==> src/dlps_pkg.sv <==
// shared constants, register map and configuration struct of the pitch shifter
package dlps_pkg;

  localparam int unsigned MAX_DELAY   = 8192;
  localparam int unsigned ADDR_W      = $clog2(MAX_DELAY);
  localparam int unsigned DL_W        = ADDR_W + 1;
  localparam int unsigned SAMPLE_W    = 24;
  localparam int unsigned PHASE_W     = 24;
  localparam int unsigned PER_W       = 20;
  localparam int unsigned PROD_W      = DL_W + PHASE_W;
  localparam int unsigned DIFF_W      = SAMPLE_W + 1;
  localparam int unsigned MAC_W       = DIFF_W + PHASE_W + 1;
  localparam int unsigned REM_CNT_W   = $clog2(ADDR_W + 1);
  localparam int unsigned PADDR_W     = 4;
  localparam int unsigned PDATA_W     = 32;

  // register indexes, byte address 4*index
  localparam logic [1:0] REG_DELAY_LENGTH  = 2'd0;
  localparam logic [1:0] REG_PHASOR_PERIOD = 2'd1;
  localparam logic [1:0] REG_PHASE_STEP    = 2'd2;
  localparam logic [1:0] REG_DIRECTION     = 2'd3;

  localparam logic [DL_W-1:0]    RST_DELAY_LENGTH  = DL_W'(4410);
  localparam logic [PER_W-1:0]   RST_PHASOR_PERIOD = PER_W'(44100);
  localparam logic [PHASE_W-1:0] RST_PHASE_STEP    = PHASE_W'(380);

  localparam logic [DL_W-1:0] DL_MIN = DL_W'(2);
  localparam logic [DL_W-1:0] DL_MAX = DL_W'(MAX_DELAY);

  typedef struct packed {
    logic [DL_W-1:0]    dl;
    logic [PER_W-1:0]   period;
    logic [PHASE_W-1:0] step;
    logic               dir;
  } cfg_t;

endpackage

==> src/dlps_regs.sv <==
// apb configuration registers with clamped delay length
module dlps_regs (
  input  logic                           clk_i,
  input  logic                           rst_ni,
  input  logic                           psel,
  input  logic                           penable,
  input  logic                           pwrite,
  input  logic [dlps_pkg::PADDR_W-1:0]   paddr,
  input  logic [dlps_pkg::PDATA_W-1:0]   pwdata,
  output logic [dlps_pkg::PDATA_W-1:0]   prdata,
  output logic                           pready,
  output dlps_pkg::cfg_t                 cfg_o
);

  logic [dlps_pkg::DL_W-1:0]    dl_q;
  logic [dlps_pkg::PER_W-1:0]   period_q;
  logic [dlps_pkg::PHASE_W-1:0] step_q;
  logic                         dir_q;
  logic                         wr_en;
  logic [1:0]                   idx;

  assign pready = 1'b1;
  assign wr_en  = psel & penable & pwrite;
  assign idx    = paddr[3:2];

  always_ff @(posedge clk_i or negedge rst_ni) begin
    if (!rst_ni) begin
      dl_q     <= dlps_pkg::RST_DELAY_LENGTH;
      period_q <= dlps_pkg::RST_PHASOR_PERIOD;
      step_q   <= dlps_pkg::RST_PHASE_STEP;
      dir_q    <= 1'b0;
    end else if (wr_en) begin
      case (idx)
        dlps_pkg::REG_DELAY_LENGTH:  dl_q     <= pwdata[dlps_pkg::DL_W-1:0];
        dlps_pkg::REG_PHASOR_PERIOD: period_q <= pwdata[dlps_pkg::PER_W-1:0];
        dlps_pkg::REG_PHASE_STEP:    step_q   <= pwdata[dlps_pkg::PHASE_W-1:0];
        dlps_pkg::REG_DIRECTION:     dir_q    <= pwdata[0];
        default: ;
      endcase
    end
  end

  always_comb begin
    case (idx)
      dlps_pkg::REG_DELAY_LENGTH:  prdata = dlps_pkg::PDATA_W'(dl_q);
      dlps_pkg::REG_PHASOR_PERIOD: prdata = dlps_pkg::PDATA_W'(period_q);
      dlps_pkg::REG_PHASE_STEP:    prdata = dlps_pkg::PDATA_W'(step_q);
      dlps_pkg::REG_DIRECTION:     prdata = dlps_pkg::PDATA_W'(dir_q);
      default:                     prdata = '0;
    endcase
  end

  // lengths outside the supported span act as the nearest limit
  always_comb begin
    if (dl_q < dlps_pkg::DL_MIN) begin
      cfg_o.dl = dlps_pkg::DL_MIN;
    end else if (dl_q > dlps_pkg::DL_MAX) begin
      cfg_o.dl = dlps_pkg::DL_MAX;
    end else begin
      cfg_o.dl = dl_q;
    end
    cfg_o.period = period_q;
    cfg_o.step   = step_q;
    cfg_o.dir    = dir_q;
  end

endmodule

==> config.mk <==
export PLATFORM = sky130hd
export DESIGN_NAME = dlps_regs
export DESIGN_NICKNAME = d
export VERILOG_FILES = /design/src/dlps_pkg.sv /design/src/dlps_regs.sv
export SDC_FILE = /design/constraint.sdc
export NUM_CORES = 1
export LEC_CHECK = 0
export BUFFER_PORTS_ARGS = -buffer_cell sky130_fd_sc_hd__buf_2
export CAP_MARGIN = 20
export CORE_MARGIN = 2
export CORE_UTILIZATION = 39
export DETAILED_ROUTE_END_ITERATION = 7
export PLACE_DENSITY = 0.68
export SETUP_SLACK_MARGIN = 0.3
export SLEW_MARGIN = 20
export SYNTH_ARGS = -nofsm -noshare
export SYNTH_HDL_FRONTEND = slang
export SYNTH_SLANG_ARGS = --single-unit
==> constraint.sdc <==
create_clock -name clk_i -period 1.5 [get_ports clk_i]
set_input_delay 0.15 -clock clk_i [delete_from_list [all_inputs] [get_ports clk_i]]
set_output_delay 0.15 -clock clk_i [all_outputs]
set_load 0.05 [all_outputs]
==> summary.md <==
| Metric | Value |
|---|---|
| Status | finished with violations |
| Failing checks | setup timing |
| CTS tree | built |
| Critical path type | register to output pin |
| Hpwl dp | 5.37 mm |
| Drt first pass iters | 4 |
| Synth cell count leaders | mux2_2 (47), dfrtp_1 (41), dfstp_2 (18) |
| YS warnings | 0 |
| Max FO, Critical Path | 4 |
| Total CTS buffers | 9 |
| Max-Cap Viols | 0 |
| Post-synth top area cell | dfrtp_1 |
| WHS Path Cells | 2 |
| Post-route insts no fill | 489 |
| Final Cycle Share | 141% |
| Post-route setup slack | -612 ps |
| Post-DRT Antenna Nets | 0 |
| Clk root buf | clkbuf_8 |
| Setup crit end kind | output pin |
| First-pass GRT wire length | 13.6 mm |
| Avg Inst Size Synth | 13.0 µm² |
| Min-Delay Path Class | input pin to register |
| Area of the die | 0.00817 mm² |
| Startpoint types | register |
| Yosys reg bits | 59 |
| Crit path DAT | 1960 ps |
| Hold wc startpoint | pwdata[22] |
| I/O pin cnt | 133 |
| Later-pin clock latency in the skew report | 330 ps |
| Rows | 31 |
| Fillcell total | 475 |
| VDD IR-drop max | 0.000668 V |
| Ant. Diodes | 0 |
| Die Wd | 90.4 µm |
| RSZ-0062 raised after global routing | true |
| CTS sink cnt | 59 |
| Vias in the first global route | 2483 |
| WL final | 9.45 mm |
| Vias | 2447 |
| Final Slew Violations | 0 |
| Wire per inst | 19.3 µm |
| Tmin final | 2110 ps |
| Total core area | 0.00725 mm² |
| Maximum number of buffers from clock root to sink | 2 |
| Synth unique cells | 29 |
| Initial antenna violation count | 0 |
| Post-synthesis async set-or-reset flop share | 100% |
| Largest cells by area after synthesis | dfrtp_1 (35%), mux2_2 (18%), dfstp_2 (16%), mux2_4 (5.2%), mux2i_1 (4.5%) |
| Reg clk slew, reported paths | 60 ps |
| Area growth, synth to finish | 79.5% |
| Synth Instances | 224 |
| Post-route DRC | 0 |
| Largest net degree at the start of global routing | 60 |
| Post-placement cell count | 443 |
| Routability Congestion | 0.762 |
| Fraction of layout cells with a size suffix above 1 | 83.1% |
| Port buffer count | 113 |
| Clock Skew | 0 ps |
| Starting density of the core | 40.1% |
| Hold path endpoint | step_q[22] |
| Cell depth of the worst flop-to-flop path | 3 |
| H-Tree Level Count | 3 |
| Pwr Density | 1640 mW/mm² |
| Pre-CTS setup slack | -225 ps |
| Synth top area share | 35.2% |
| Fmax | 473 MHz |
| Post-synth EDFFs | 0 |
| Hold Vio Cnt, Final | 0 |
| Grt ovf | 0 |
| R2r endpoint | period_q[19] |
| Data required, critical path | 1350 ps |
| Most instantiated library cell after synthesis | mux2_2 |
| Final setup viols | 12 |
| Post-synth design cell area | 0.00291 mm² |
| Gr usage total | 21.6% |
| R2R Setup Slk | 490 ps |
| Leakage | 0.00237 µW |
| RR Startpoint | period_q[19] |
| Vias per std cell | 5.00 |
| 1st-iter DRT viols | 112 |
| Ys flop type | dfrtp_1 |
| Die height | 90.4 µm |
| Sequential fraction of the synthesis area | 51.5% |
| Nets | 426 |
==> worst max-delay path by stage <==
stage | cells after the start | to | start | slack, ps
after floorplan | 4 | cfg_o[50] | dl_q[6] | -50
after global placement | 5 | cfg_o[51] | dl_q[6] | -210
after detailed placement | 5 | cfg_o[50] | dl_q[6] | -220
after CTS | 5 | cfg_o[50] | dl_q[8] | -490
after global routing | 5 | cfg_o[50] | dl_q[8] | -670
final | 5 | cfg_o[51] | dl_q[8] | -610
==> sequential cells by signal, indices dropped and copies added (netlist names) <==
| name | flops |
|---|---|
| period_q | 20 |
| step_q | 24 |
| dl_q | 14 |
| dir_q | 1 |
==> cell usage in the layout, fill, tap and decap left out, types with 2 or more instances in the layout <==
cell type,count
clkbuf_1,3
nor2_4,2
buf_8,32
o21ai_4,12
nor2b_4,8
clkbuf_8,11
conb_1,9
buf_4,26
mux2_4,16
nor2_1,3
clkinv_2,2
mux2_1,2
dfrtp_2,12
mux2_2,41
buf_2,56
dfstp_2,18
nand4_1,2
mux2i_4,11
and2_4,8
nand2_1,13
clkbuf_16,2
buf_6,38
buf_12,11
dfrtp_1,29
a22o_2,5
==> layer usage <==
metal | part of all wire, % | GRT usage (%) | wire, µm | up-vias
met2 | 53 | 37.5 | 4990 | 74
met5 | 0 | 0 | 0 | -
li1 | - | - | - | 1092
met1 | 41 | 27.0 | 3920 | 1260
met3 | 2.9 | 3.09 | 271 | 21
met4 | 3.0 | 8.85 | 281 | 0
==> stage by stage <==
stage	hold WS [ps]	area (µm²)	utilization [%]	power, µW	TNS (ps)
6_report	48.2	5230	72.0	8560	-3880
5_1_grt	42.0	5230	72.0	8860	-4650
4_1_cts	39.3	4890	67.4	8180	-3080
3_5_place_dp	185	3930	54.1	5880	-1070
3_3_place_gp	182	3930	54.1	5840	-917
2_1_floorplan	-146	3210	-	5050	-504
==> where the power goes <==
part / total, µW / internal, µW / switching (µW)
logic: 4790 / 2040 / 2750
registers: 2460 / 2070 / 395
clock network: 1300 / 687 / 615
total: 8560 / 4790 / 3760
==> critical path, stage by stage, from the launching register on <==
cell     delay (ps)
dfstp_2         390
nor4_4          250
nand4_1         280
o31ai_4         350
and2_4          230
buf_8           140
==> layout make-up <==
type | count | area, µm² | area share, %
Timing Repair Buffer | 167 | 1690 | 32.4
Clock buffer | 14 | 163 | 3.11
Clock inverter | 2 | 10.0 | 0.192
Inverter | 2 | 10.0 | 0.192
Tap cell | 99 | 124 | 2.37
Sequential cell | 59 | 1510 | 29.0
Multi-Input combinational cell | 146 | 1710 | 32.8
==> timing repair <==
item | in CTS | in global routing
resized for setup | 181 | 35
setup endpoints to repair | 50 | 55
hold buffers | 1 | 0
hold endpoints to repair | 41 | 0
buffers inserted | 11 | 14
pin swaps | 11 | 9
gates cloned | 1 | 3
==> kinds of logic after synthesis <==
| kind of cell | count (synthesis) | synth area share (%) |
|---|---|---|
| muxes | 73 | 29.4 |
| DFF | 59 | 51.5 |
| and+or+nand+nor | 43 | 8.08 |
| buffers and inverters | 26 | 6.36 |
| AOI/OAI and AO/OA | 21 | 4.47 |
| other | 2 | 0.258 |
Power figures use the tool's default switching activity.
